File: src/hdl/b64enc_pkg.sv
package b64enc_pkg;

    localparam int QUEUE_DEPTH_DEF = 2;

    localparam logic [6:0] CHAR_UPPER_A = 7'h41;
    localparam logic [6:0] CHAR_LOWER_A = 7'h61;
    localparam logic [6:0] CHAR_DIGIT_0 = 7'h30;
    localparam logic [6:0] CHAR_PLUS    = 7'h2B;
    localparam logic [6:0] CHAR_SLASH   = 7'h2F;
    localparam logic [6:0] CHAR_PAD     = 7'h3D;

    localparam logic [1:0] LAST_SLOT   = 2'd3;

    // One gathered group handed from front to back
    typedef struct packed {
        logic [23:0] bits;    // g0 in [23:16], zero-filled where absent
        logic [1:0]  nbytes;  // real bytes in the group, 1 to 3
        logic        last;    // group closes the message
    } group_t;

    function automatic logic [6:0] b64_char(input logic [5:0] s);
        logic [6:0] c;
        priority if (s < 6'd26)
            c = CHAR_UPPER_A + {1'b0, s};
        else if (s < 6'd52)
            c = CHAR_LOWER_A + {1'b0, s} - 7'd26;
        else if (s < 6'd62)
            c = CHAR_DIGIT_0 + {1'b0, s} - 7'd52;
        else if (s == 6'd62)
            c = CHAR_PLUS;
        else
            c = CHAR_SLASH;
        return c;
    endfunction

endpackage

File: src/hdl/base64_stream_encoder.sv
// channel   handshake              payload
// in        in_valid / in_ready    data_byte[7:0], message_end
// out       out_valid / out_ready  out_char[6:0], run_last, stream_last
//
// Front takes one byte a cycle while the queue has room; a byte that only
// fills the group needs no room. Each finished group yields four characters
// in the back, one character a beat while out_ready is high. The closing
// group passes the queue and the back's group register to the output register.
// rst_n clears counts, queue pointers and valid flags; no sweep is needed.
// Either side may stall; the group queue lets the front run ahead.
module base64_stream_encoder #(
    parameter int QUEUE_DEPTH = b64enc_pkg::QUEUE_DEPTH_DEF
) (
    input  logic       clk,
    input  logic       rst_n,
    input  logic       in_valid,
    output logic       in_ready,
    input  logic [7:0] data_byte,
    input  logic       message_end,
    output logic       out_valid,
    input  logic       out_ready,
    output logic [6:0] out_char,
    output logic       run_last,
    output logic       stream_last
);
    import b64enc_pkg::*;

    logic   q_push;
    logic   q_pop;
    logic   q_not_full;
    logic   q_not_empty;
    group_t q_in;
    group_t q_out;

    b64enc_front u_front (
        .clk         (clk),
        .rst_n       (rst_n),
        .in_valid    (in_valid),
        .in_ready    (in_ready),
        .data_byte   (data_byte),
        .message_end (message_end),
        .q_push      (q_push),
        .q_data      (q_in),
        .q_ready     (q_not_full)
    );

    b64enc_queue #(
        .QDepth (QUEUE_DEPTH)
    ) u_queue (
        .clk       (clk),
        .rst_n     (rst_n),
        .push      (q_push),
        .push_data (q_in),
        .not_full  (q_not_full),
        .pop       (q_pop),
        .pop_data  (q_out),
        .not_empty (q_not_empty)
    );

    b64enc_back u_back (
        .clk         (clk),
        .rst_n       (rst_n),
        .q_valid     (q_not_empty),
        .q_data      (q_out),
        .q_pop       (q_pop),
        .out_valid   (out_valid),
        .out_ready   (out_ready),
        .out_char    (out_char),
        .run_last    (run_last),
        .stream_last (stream_last)
    );

    a_push_has_room: assert property (@(posedge clk) disable iff (!rst_n)
        q_push |-> q_not_full)
        else $error("group pushed into a full queue");

    a_pop_has_data: assert property (@(posedge clk) disable iff (!rst_n)
        q_pop |-> q_not_empty)
        else $error("group popped from an empty queue");

    a_end_queued: assert property (@(posedge clk) disable iff (!rst_n)
        (in_valid && in_ready && message_end) |=> q_not_empty)
        else $error("closing beat left no group queued");

    a_stream_last_run_last: assert property (@(posedge clk) disable iff (!rst_n)
        (out_valid && stream_last) |-> run_last)
        else $error("stream_last without run_last");

endmodule

File: src/hdl/b64enc_front.sv
module b64enc_front (
    input  logic                   clk,
    input  logic                   rst_n,
    input  logic                   in_valid,
    output logic                   in_ready,
    input  logic [7:0]             data_byte,
    input  logic                   message_end,
    output logic                   q_push,
    output b64enc_pkg::group_t     q_data,
    input  logic                   q_ready
);
    import b64enc_pkg::*;

    logic [7:0] pend_reg [2];
    logic [1:0] cnt_reg, cnt_next;
    logic [1:0] cnt_eff;
    logic       store;
    logic       accept;
    logic [7:0] g0, g1, g2;

    // a count of three never arises; treat it as two
    assign cnt_eff = (cnt_reg == 2'd3) ? 2'd2 : cnt_reg;
    assign store   = (cnt_eff < 2'd2) && !message_end;

    // a beat that is only stored needs no queue space
    assign in_ready = q_ready || store;
    assign accept   = in_valid && in_ready;
    assign q_push   = accept && !store;

    always_comb
    begin
        g0 = (cnt_eff == 2'd0) ? data_byte : pend_reg[0];
        g1 = (cnt_eff == 2'd1) ? data_byte : ((cnt_eff == 2'd2) ? pend_reg[1] : 8'd0);
        g2 = (cnt_eff == 2'd2) ? data_byte : 8'd0;
        q_data.bits   = {g0, g1, g2};
        q_data.nbytes = cnt_eff + 2'd1;
        q_data.last   = message_end;
    end

    always_comb
    begin
        cnt_next = cnt_reg;
        if (accept)
            cnt_next = store ? cnt_eff + 2'd1 : 2'd0;
    end

    always_ff @(posedge clk or negedge rst_n)
    begin
        if (!rst_n)
            cnt_reg <= 2'd0;
        else
            cnt_reg <= cnt_next;
    end

    always_ff @(posedge clk)
    begin
        if (accept && store)
            pend_reg[cnt_eff[0]] <= data_byte;
    end

endmodule

File: src/hdl/b64enc_queue.sv
module b64enc_queue #(
    parameter int QDepth = b64enc_pkg::QUEUE_DEPTH_DEF
) (
    input  logic                   clk,
    input  logic                   rst_n,
    input  logic                   push,
    input  b64enc_pkg::group_t     push_data,
    output logic                   not_full,
    input  logic                   pop,
    output b64enc_pkg::group_t     pop_data,
    output logic                   not_empty
);
    import b64enc_pkg::*;

    localparam int PtrW = $clog2(QDepth);
    localparam int CntW = $clog2(QDepth + 1);

    group_t          mem_reg [QDepth];
    logic [PtrW-1:0] wr_ptr_reg, wr_ptr_next;
    logic [PtrW-1:0] rd_ptr_reg, rd_ptr_next;
    logic [CntW-1:0] cnt_reg, cnt_next;

    assign not_full  = (cnt_reg != CntW'(QDepth));
    assign not_empty = (cnt_reg != '0);
    assign pop_data  = mem_reg[rd_ptr_reg];

    always_comb
    begin
        wr_ptr_next = wr_ptr_reg;
        rd_ptr_next = rd_ptr_reg;
        cnt_next    = cnt_reg;
        if (push)
            wr_ptr_next = (wr_ptr_reg == PtrW'(QDepth - 1)) ? '0 : wr_ptr_reg + 1'b1;
        if (pop)
            rd_ptr_next = (rd_ptr_reg == PtrW'(QDepth - 1)) ? '0 : rd_ptr_reg + 1'b1;
        if (push && !pop)
            cnt_next = cnt_reg + 1'b1;
        else if (pop && !push)
            cnt_next = cnt_reg - 1'b1;
    end

    always_ff @(posedge clk or negedge rst_n)
    begin
        if (!rst_n)
        begin
            wr_ptr_reg <= '0;
            rd_ptr_reg <= '0;
            cnt_reg    <= '0;
        end
        else
        begin
            wr_ptr_reg <= wr_ptr_next;
            rd_ptr_reg <= rd_ptr_next;
            cnt_reg    <= cnt_next;
        end
    end

    always_ff @(posedge clk)
    begin
        if (push)
            mem_reg[wr_ptr_reg] <= push_data;
    end

endmodule

File: src/hdl/b64enc_back.sv
module b64enc_back (
    input  logic                   clk,
    input  logic                   rst_n,
    input  logic                   q_valid,
    input  b64enc_pkg::group_t     q_data,
    output logic                   q_pop,
    output logic                   out_valid,
    input  logic                   out_ready,
    output logic [6:0]             out_char,
    output logic                   run_last,
    output logic                   stream_last
);
    import b64enc_pkg::*;

    group_t     cur_reg;
    logic       busy_reg, busy_next;
    logic [1:0] idx_reg, idx_next;
    logic       ov_reg, ov_next;
    logic [6:0] char_reg;
    logic       run_last_reg;
    logic       stream_last_reg;
    logic       load;
    logic       done;
    logic [5:0] slice;
    logic [6:0] ch;

    // output register frees when empty or being taken
    assign load  = busy_reg && (!ov_reg || out_ready);
    assign done  = load && (idx_reg == LAST_SLOT);
    assign q_pop = q_valid && (!busy_reg || done);

    always_comb
    begin
        unique case (idx_reg)
            2'd0:    slice = cur_reg.bits[23:18];
            2'd1:    slice = cur_reg.bits[17:12];
            2'd2:    slice = cur_reg.bits[11:6];
            default: slice = cur_reg.bits[5:0];
        endcase
        // slot k carries a character while k <= bytes held
        ch = (idx_reg <= cur_reg.nbytes) ? b64_char(slice) : CHAR_PAD;
    end

    always_comb
    begin
        busy_next = busy_reg;
        idx_next  = idx_reg;
        ov_next   = ov_reg;
        if (load)
        begin
            idx_next = idx_reg + 2'd1;
            ov_next  = 1'b1;
        end
        else if (out_ready)
            ov_next = 1'b0;
        if (done)
            busy_next = 1'b0;
        if (q_pop)
        begin
            busy_next = 1'b1;
            idx_next  = 2'd0;
        end
    end

    always_ff @(posedge clk or negedge rst_n)
    begin
        if (!rst_n)
        begin
            busy_reg <= 1'b0;
            idx_reg  <= 2'd0;
            ov_reg   <= 1'b0;
        end
        else
        begin
            busy_reg <= busy_next;
            idx_reg  <= idx_next;
            ov_reg   <= ov_next;
        end
    end

    always_ff @(posedge clk)
    begin
        if (q_pop)
            cur_reg <= q_data;
        if (load)
        begin
            char_reg        <= ch;
            run_last_reg    <= (idx_reg == LAST_SLOT);
            stream_last_reg <= (idx_reg == LAST_SLOT) && cur_reg.last;
        end
    end

    assign out_valid   = ov_reg;
    assign out_char    = char_reg;
    assign run_last    = run_last_reg;
    assign stream_last = stream_last_reg;

endmodule

File: config.mk
export PLATFORM = sky130hd
export DESIGN_NAME = base64_stream_encoder
export DESIGN_NICKNAME = d
export VERILOG_FILES = /design/src/hdl/b64enc_pkg.sv /design/src/hdl/base64_stream_encoder.sv /design/src/hdl/b64enc_front.sv /design/src/hdl/b64enc_queue.sv /design/src/hdl/b64enc_back.sv
export SDC_FILE = /design/constraint.sdc
export NUM_CORES = 1
export LEC_CHECK = 0
export ABC_AREA = 1
export BUFFER_PORTS_ARGS = -buffer_cell sky130_fd_sc_hd__buf_2
export CORE_ASPECT_RATIO = 0.5
export CORE_MARGIN = 2
export CORE_UTILIZATION = 46
export DETAILED_ROUTE_END_ITERATION = 8
export SLEW_MARGIN = 20
export SYNTH_ARGS = -nofsm -noshare
export SYNTH_HDL_FRONTEND = slang
export SYNTH_SLANG_ARGS = --single-unit
File: constraint.sdc
create_clock -name clk -period 3.2 [get_ports clk]
set_input_delay 0.48 -clock clk [delete_from_list [all_inputs] [get_ports clk]]
set_output_delay 0.48 -clock clk [all_outputs]
set_load 0.1 [all_outputs]
# Word-level counts from Yosys, hierarchy flattened

Memories as Yosys holds them, arrays and structs flattened. A register that Yosys moved wholly into a read port is not among the register bits.
Cells that the tools add are included.

Register bits after elaboration: 19
Memory bits (writable): 70
Word-level logic and storage cells: 87
Memories: 2

$add $sub $neg: 11
Order comparisons: 5
Equal/unequal tests: 8
Mux-type cells: 25
Reductions and logical operators: 26

Memories:

| memory           | words | bits a word | rd ports | clocked after memory_dff | wr ports | line               | text |
|---|---|---|---|---|---|---|---|
| u_queue.mem_reg  | 2     | 27          | 1        | 1                        | 1        | b64enc_queue.sv:18 | `group_t mem_reg [QDepth];` |
| u_front.pend_reg | 2     | 8           | 2        | 0                        | 1        | b64enc_front.sv:14 | `logic [7:0] pend_reg [2];` |

Operators with widths:

| cell                | count |
|---|---|
| $mux 8              | 4 |
| $mux 7              | 3 |
| $pmux 6 s3          | 1 |
| $add 7x6->7 const A | 2 |
| $lt 6x6->1 const B  | 2 |
| $mux 2              | 6 |
| $logic_and 1x1->1   | 10 |
| $mux 1              | 10 |
| $reduce_bool 2->1   | 5 |
| $eq 2x2->1 const B  | 4 |
| $add 6x6->7 const A | 1 |
| $sub 7x5->7 const B | 1 |
| $sub 7x6->7 const B | 1 |
| $add 2x1->2 const B | 3 |
| $eq 6x6->1 const B  | 1 |
| $logic_not 1->1     | 6 |
| $lt 6x5->1 const B  | 1 |
| $eq 2x1->1 const B  | 2 |
| $logic_not 2->1     | 2 |
| $logic_or 1x1->1    | 3 |
| $mux 3              | 1 |
| $add 1x1->1 const B | 2 |
| $le 2x2->1          | 1 |
| $lt 2x2->1 const B  | 1 |
| other kinds (2)     | 2 |

# Depth between registers and ports, before layout

Gate-level depths: netlist (run 1).

Depth after elaboration: 11
Mapped depth: 15
Depth with buffers taken out: 15

# Modules after synthesis

Synthesis (run 1) repeated with hierarchy kept, for this count alone.

Cell total of the unflattened synthesis: 410
Area total of the unflattened synthesis: 5,266.3 um2

Modules (own cells, without submodules):

| module       | instances | cells each | area an instance (um2) |
|---|---|---|---|
| b64enc_queue | 1         | 109        | 2,254.7 |
| b64enc_back  | 1         | 203        | 2,100.8 |
| b64enc_front | 1         | 98         | 910.9 |

# Worst setup path after synthesis (run 1)

OpenSTA, ideal clock, no wires.

Path type: reg2reg
Start: register u_front.cnt_reg[1]
End: memory u_queue.mem_reg[0][0] (netlist bit), enable pin
Setup time: 411 ps
Data arrival time: 2,876 ps
Required time: 2,789 ps
Setup slack: -87 ps
Stages on the path, launching flop included: 9
Clock period less this slack: 3,287 ps
Cell sequence: dfrtp_1 > buf_2 > nor2_1 > inv_1 > nand3_1 > nand2_1 > inv_1 > nand2_1 > nor2_1

Longest elaborated chain between the ends: 9
Elaborated cells on any way between the ends: 10
Classes of those cells: order compare (1); eq/ne (1); mux (3); reduce/logical (5)

Ends and longest elaborated chain:

| item                           | line                        | text |
|---|---|---|
| start, declared                | b64enc_front.sv:15          | `logic [1:0] cnt_reg, cnt_next;` |
| start signal, assigned         | b64enc_front.sv:52          | `cnt_reg <= cnt_next;` |
| $eq 2x2->1                     | b64enc_front.sv:22          | `assign cnt_eff = (cnt_reg == 2'd3) ? 2'd2 : cnt_reg;` |
| $mux 2 *                       | b64enc_front.sv:22          |  |
| $lt 2x2->1 *                   | b64enc_front.sv:23          | `assign store = (cnt_eff < 2'd2) && !message_end;` |
| $logic_and 1x1->1 *            | b64enc_front.sv:23          |  |
| $logic_or 1x1->1 *             | b64enc_front.sv:26          | `assign in_ready = q_ready \|\| store;` |
| net in_ready                   | base64_stream_encoder.sv:17 | `output logic in_ready,` |
| $logic_and 1x1->1 *            | b64enc_front.sv:27          | `assign accept = in_valid && in_ready;` |
| $logic_and 1x1->1 *            | b64enc_front.sv:28          | `assign q_push = accept && !store;` |
| $mux 1 *                       | b64enc_queue.sv:60          | `if (push)` |
| $mux 1 (implied by the code) * | b64enc_queue.sv:61          | `mem_reg[wr_ptr_reg] <= push_data;` |
| end, declared                  | b64enc_queue.sv:18          |  |

The timed path passes the listed nets; every way through them passes the cells marked *.

# Worst setup path in the final report (run 1)

Start: register u_back.idx_reg[0]
End: register u_back.char_reg[1], in the netlist u_back.out_char[1] (data pin)

Longest elaborated chain between the ends: 7
Elaborated cells on any way between the ends: 16
Classes of those cells: add/sub (5); order compare (4); eq/ne (2); mux (4); reduce/logical (1)

Ends and longest elaborated chain:

| item                                     | line              | text |
|---|---|---|
| start, declared                          | b64enc_back.sv:17 | `logic [1:0] idx_reg, idx_next;` |
| start signal, assigned                   | b64enc_back.sv:76 | `idx_reg <= idx_next;` |
| $eq 2x2->1, or another cell as far along | b64enc_back.sv:34 | `unique case (idx_reg)` |
| $pmux 6 s3                               | b64enc_back.sv:34 |  |
| $add 6x6->7                              | b64enc_pkg.sv:28  | `c = CHAR_DIGIT_0 + {1'b0, s} - 7'd52;` |
| $sub 7x6->7                              | b64enc_pkg.sv:28  |  |
| $mux 7                                   | b64enc_pkg.sv:27  | `else if (s < 6'd62)` |
| $mux 7                                   | b64enc_pkg.sv:25  | `else if (s < 6'd52)` |
| $mux 7                                   | b64enc_pkg.sv:23  | `priority if (s < 6'd26)` |
| end signal, assigned                     | b64enc_back.sv:87 | `char_reg <= ch;` |
| end, declared                            | b64enc_back.sv:19 | `logic [6:0] char_reg;` |

Parallel ways exist; a longest one is shown, timed or not.
A chain may end at the register's enable or synchronous reset.

==> results.cfg, run 1 <==
[clock_tree]
htreeDepth = 4
post_cts_buffers = 0
ctsRootBufferMaster = clkbuf_16
path_clk_slew_ns = 0.05
cts_resized = 0
cts_hold_buf = 1
cts_buffers = 17
clock_latency_ns = 0.41
cts_buffer_depth = 2
cts_tree = done
cts_sinks = 116

[worst_setup_path]
cp_num_buf_inv = 1
critPathLaunchType = flop
path_depth = 10
r2r_slack_ns = 0.72
crit_chain = ha_1, inv_2, nand2_1, nor2_1, nor2_4, ha_1, a21oi_2, nand2_4, o21ai_0, nor2_1
r2r-end = u_back.out_char[1]$_SDFFCE_PN0P_
endpoint = u_back.out_char[1]$_SDFFCE_PN0P_
cp_max_fo = 13
crit_family = simple AND/OR/NAND/NOR gates
slowest_delay_ns = 0.41
ff2ff_path_depth = 10
r2r_start = u_back.idx_reg[0]$_DFFE_PN0P_
required_ns = 3.35
critical_path_class = reg -> reg
arrival_ns = 2.64
crit_start = u_back.idx_reg[0]$_DFFE_PN0P_
critical-path-slowest-cell = dfrtp_1
critPathCaptureType = flop

[floorplan]
die_y_um = 78.6
initial_core_util_pct = 46.9
ios = 24
die_w_um = 153
core_um2 = 10900
rows = 27
dieArea_um2 = 12000

[layout]
largest_reg_flops = 54
nets = 521
design_area_um2 = 6030
diodes = 0
synthToLayoutAreaGrowth_pct = 17.8
drive_above_1_share_pct = 17.0
layout_common_cells = nand2_1 (172), edfxtp_1 (106), inv_1 (45), buf_2 (23)
layout_commonest_cell = nand2_1

[route]
wl_per_cell_um = 14.2
routed_wl_um = 9300
drtAntennaViolNets = 0
vias = 3070
vias_per_cell = 4.68
drt-initial-drc-count = 261
drcViolationCount = 0
dr.pass1.iters = 4

[yosys]
synth_nets = 484
ys.flop_type = edfxtp_1
synth_top_cell_area_share_pct = 62.1
synth_top_cells_by_area = edfxtp_1 (62%), nand2_1 (13%), dfrtp_1 (4.9%)
synth_edf_count = 106
synth-warning-count = 0
ys_seq_elements = 116
avgSynthCellArea_um2 = 11.1
synthesis.instances = 461
synth_area_um2 = 5120
synthArstFlopShare_pct = 8.62
synth.largest_area_cell = edfxtp_1
seq_area_frac_synth_pct = 67.0
synth_cell_types = 35

[sta]
postLayoutSetupSlackWorst_ns = 0.717
period_share_pct = 77.6
hold_ws_ns = 0.292
hold_viol_final = 0
max_slew_margin_pct = 34.0
drv_slew = 0
timing.setup.tns_ns = 0
post-route-min-period_ns = 2.48
rsz0062_at_grt = no
clock-skew-final_ns = 0.0147
finalSetupViolCount = 0
worst_pin_slew_ns = 0.990
max_freq_mhz = 403

[outcome]
outcome = completed

[flow_run]
cap_violations = 0

[global_route]
grt_max_degree = 29
first_global_vias = 3011
grt_use_total_pct = 17.3
antenna_found_initial = 0
grt-ovfl-total = 0
grt_pass1_wl_um = 15500

[placed_design]
post_dp_cell_area_um2 = 5400
dp_hpwl_um = 6460
place.gp.congestion = 0.898
numPortBuffers = 23
place_ws_ns = 0.715

[worst_hold_path]
hold_class = in -> reg
Yosys cell counts, types with 3 or more instances:
cell and number:
dfrtp_1 10, o21ai_0 22, nand3_1 12, inv_1 45
nor2_2 5, nand2_1 172, a21oi_1 3, xor2_1 4
nor2_1 24, clkbuf_1 6, ha_1 10, nor2_4 10
nand4_1 4, edfxtp_1 106
stage by stage:
| stage | utilization [%] | instances |
|---|---|---|
| finish | 55.3 | 656 |
| global route | 55.3 | 656 |
| CTS | 55.3 | 656 |
| detailed placement | 49.4 | 623 |
| global placement | 49.4 | 623 |
| floorplan | - | 461 |
metal layers:
layer	wire length (um)	track usage, %	vias up
met5	0	0	-
met2	3770	23.8	49
met4	43	7.78	0
met3	330	3.92	4
met1	5150	26.0	1412
li1	-	-	1605
layout make-up:
type / count / area (um2)
Sequential cell: 116 / 3430
Fill cell: 959 / 4880
Inverter: 48 / 180
Timing Repair Buffer: 27 / 148
Tap cell: 145 / 181
Multi-Input combinational cell: 288 / 1460
Clock buffer: 17 / 425
Clock inverter: 15 / 203
cells by family (layout without fill, tap and decap cells):
kind of cell,after synthesis,count (layout),share of synthesized area (%)
AOI/OAI and AO/OA,38,38,4.79
xor gates and xnor gates,6,6,1.03
adders and majority gates,10,10,2.44
buffers and inverters,57,107,4.52
DFF,116,116,67.0
and+or+nand+nor,234,234,20.2
worst min-delay path by stage:
stage | cells after the start | slack (ns) | to | from
5_1_grt | 1 | 0.28 | u_queue.mem_reg[0][0]$_DFFE_PP_ | message_end
3_3_place_gp | 1 | 0.36 | u_front.cnt_reg[0]$_DFFE_PN0N_ | rst_n
4_1_cts | 1 | 0.27 | u_queue.mem_reg[0][0]$_DFFE_PP_ | message_end
2_1_floorplan | 0 | 0.18 | u_back.busy_reg$_DFFE_PN0P_ | rst_n
3_5_place_dp | 1 | 0.37 | u_front.cnt_reg[0]$_DFFE_PN0N_ | rst_n
6_report | 1 | 0.29 | u_queue.mem_reg[0][0]$_DFFE_PP_ | message_end
Power of run 1 is not shown: default switching activity piles up to over one toggle a cycle in this logic, so the estimate is an artifact.
==> run 2: changes to the inputs <==
==> constraint.sdc (replaced) <==
create_clock -name clk -period 2.5 [get_ports clk]
set_input_delay 0.375 -clock clk [delete_from_list [all_inputs] [get_ports clk]]
set_output_delay 0.375 -clock clk [all_outputs]
set_load 0.1 [all_outputs]
==> results.cfg, run 2 (synthesis results as in run 1) <==
[outcome]
outcome = completed

[global_route]
grt_max_degree = 29
antenna_found_initial = 0
grt-ovfl-total = 0
grt_pass1_wl_um = 15600
grt_use_total_pct = 17.3
first_global_vias = 2977

[clock_tree]
ctsRootBufferMaster = clkbuf_16
htreeDepth = 4
cts_tree = done
cts_buffers = 17
path_clk_slew_ns = 0.06
clock_latency_ns = 0.41
post_cts_buffers = 0
cts_buffer_depth = 2
cts_sinks = 116

[route]
drtAntennaViolNets = 0
dr.pass1.iters = 5
wl_per_cell_um = 14.4
drt-initial-drc-count = 270
routed_wl_um = 9500
vias = 3179
vias_per_cell = 4.80
drcViolationCount = 0

[layout]
layout_common_cells = nand2_1 (172), edfxtp_1 (106), inv_1 (45), buf_2 (23)
nets = 527
drive_above_1_share_pct = 18.2
utilization_pct = 55.9
synthToLayoutAreaGrowth_pct = 19.0
layout_commonest_cell = nand2_1
largest_reg_flops = 54
diodes = 0

[flow_run]
cap_violations = 0

[floorplan]
rows = 27
die_y_um = 78.6
core_um2 = 10900
die_w_um = 153
dieArea_um2 = 12000
ios = 24
initial_core_util_pct = 46.9

[worst_setup_path]
r2r_start = u_back.idx_reg[1]$_DFFE_PN0P_
ff2ff_path_depth = 12
crit_family = simple AND/OR/NAND/NOR gates
critPathCaptureType = flop
critical-path-slowest-cell = dfrtp_1
arrival_ns = 2.43
critPathLaunchType = flop
cp_num_buf_inv = 1
slowest_delay_ns = 0.41
crit_path_frequent_cell = nand2_1
crit_start = u_back.idx_reg[1]$_DFFE_PN0P_
critical_path_class = reg -> reg
cp_max_fo = 6
crit_chain = inv_1, ha_1, nand2_1, nand2_1, nor2_1, nor2_4, ha_1, nand3_1, nor2_1, nand3_1, nand4_1, nand2_1
r2r_slack_ns = 0.22
r2r-end = u_back.out_char[2]$_SDFFCE_PN1P_
required_ns = 2.66

[placed_design]
dp_hpwl_um = 6540
place.gp.congestion = 0.867
numPortBuffers = 23

[worst_hold_path]
min_path_cells = 1
holdPathEnd = u_queue.mem_reg[1][0]$_DFFE_PP_
hold_class = in -> reg
hold_start = message_end

[sta]
rsz0062_at_grt = no
clock-skew-final_ns = 0.0124
max_slew_margin_pct = 52.5
finalSetupViolCount = 0
period_share_pct = 91.0
max_freq_mhz = 440
timing.setup.tns_ns = 0
worst_pin_slew_ns = 0.710
hold_viol_final = 0
post-route-min-period_ns = 2.28
drv_slew = 0
-- run 2: changes by cell type in the layout (fill, tap and decap cells not counted), sizes merged --
cell,before,now
clkinv,7,9
clkbuf,17,18
inv,51,48
buf,26,32
-- run 2: timing repair --
| item | 4_1_cts | 5_1_grt |
|---|---|---|
| gates resized for setup | 0 | 2 |
| hold buffers | 1 | 0 |
| hold endpoints to repair | 10 | 0 |
| setup endpoints to repair | 0 | 3 |
-- run 2: stage by stage --
step	setup slack [ns]	hold slack, ns	cells	cell area, um2
floorplan	0.135	0.0794	461	5140
global placement	0.274	0.263	629	5470
detailed placement	0.219	0.263	629	5470
CTS	0.215	0.168	662	6090
global route	0.00564	0.170	662	6100
finish	0.225	0.186	662	6100
-- run 2: cell type report --
class / instances / area (um2)
Multi-Input combinational cell: 288 / 1480
Inverter: 48 / 180
Tap cell: 145 / 181
Timing Repair Buffer: 33 / 205
Clock buffer: 18 / 429
Fill cell: 917 / 4810
Clock inverter: 14 / 185
Sequential cell: 116 / 3430
-- run 2: how the worst max path moves through the flow --
stage,to,slack (ns),depth (start not counted)
6_report,u_back.out_char[2]$_SDFFCE_PN1P_,0.22,12
2_1_floorplan,u_back.cur_reg[0]$_DFFE_PP_,0.14,5
5_1_grt,u_back.out_char[2]$_SDFFCE_PN1P_,0.006,12
3_3_place_gp,u_back.out_char[1]$_SDFFCE_PN0P_,0.27,11
4_1_cts,u_back.out_char[1]$_SDFFCE_PN0P_,0.21,11
3_5_place_dp,u_back.out_char[2]$_SDFFCE_PN1P_,0.22,12
-- run 2: layer usage --
metal | vias to the layer above | GRT usage [%] | wire length (um) | part of all wire, %
li1 | 1613 | - | - | -
met1 | 1483 | 25.9 | 5050 | 53
met2 | 72 | 23.5 | 3900 | 41
met3 | 11 | 5.41 | 457 | 4.8
met4 | 0 | 6.02 | 96 | 1.0
met5 | - | 0 | 0 | 0
Power of run 2 is left out for the same reason.
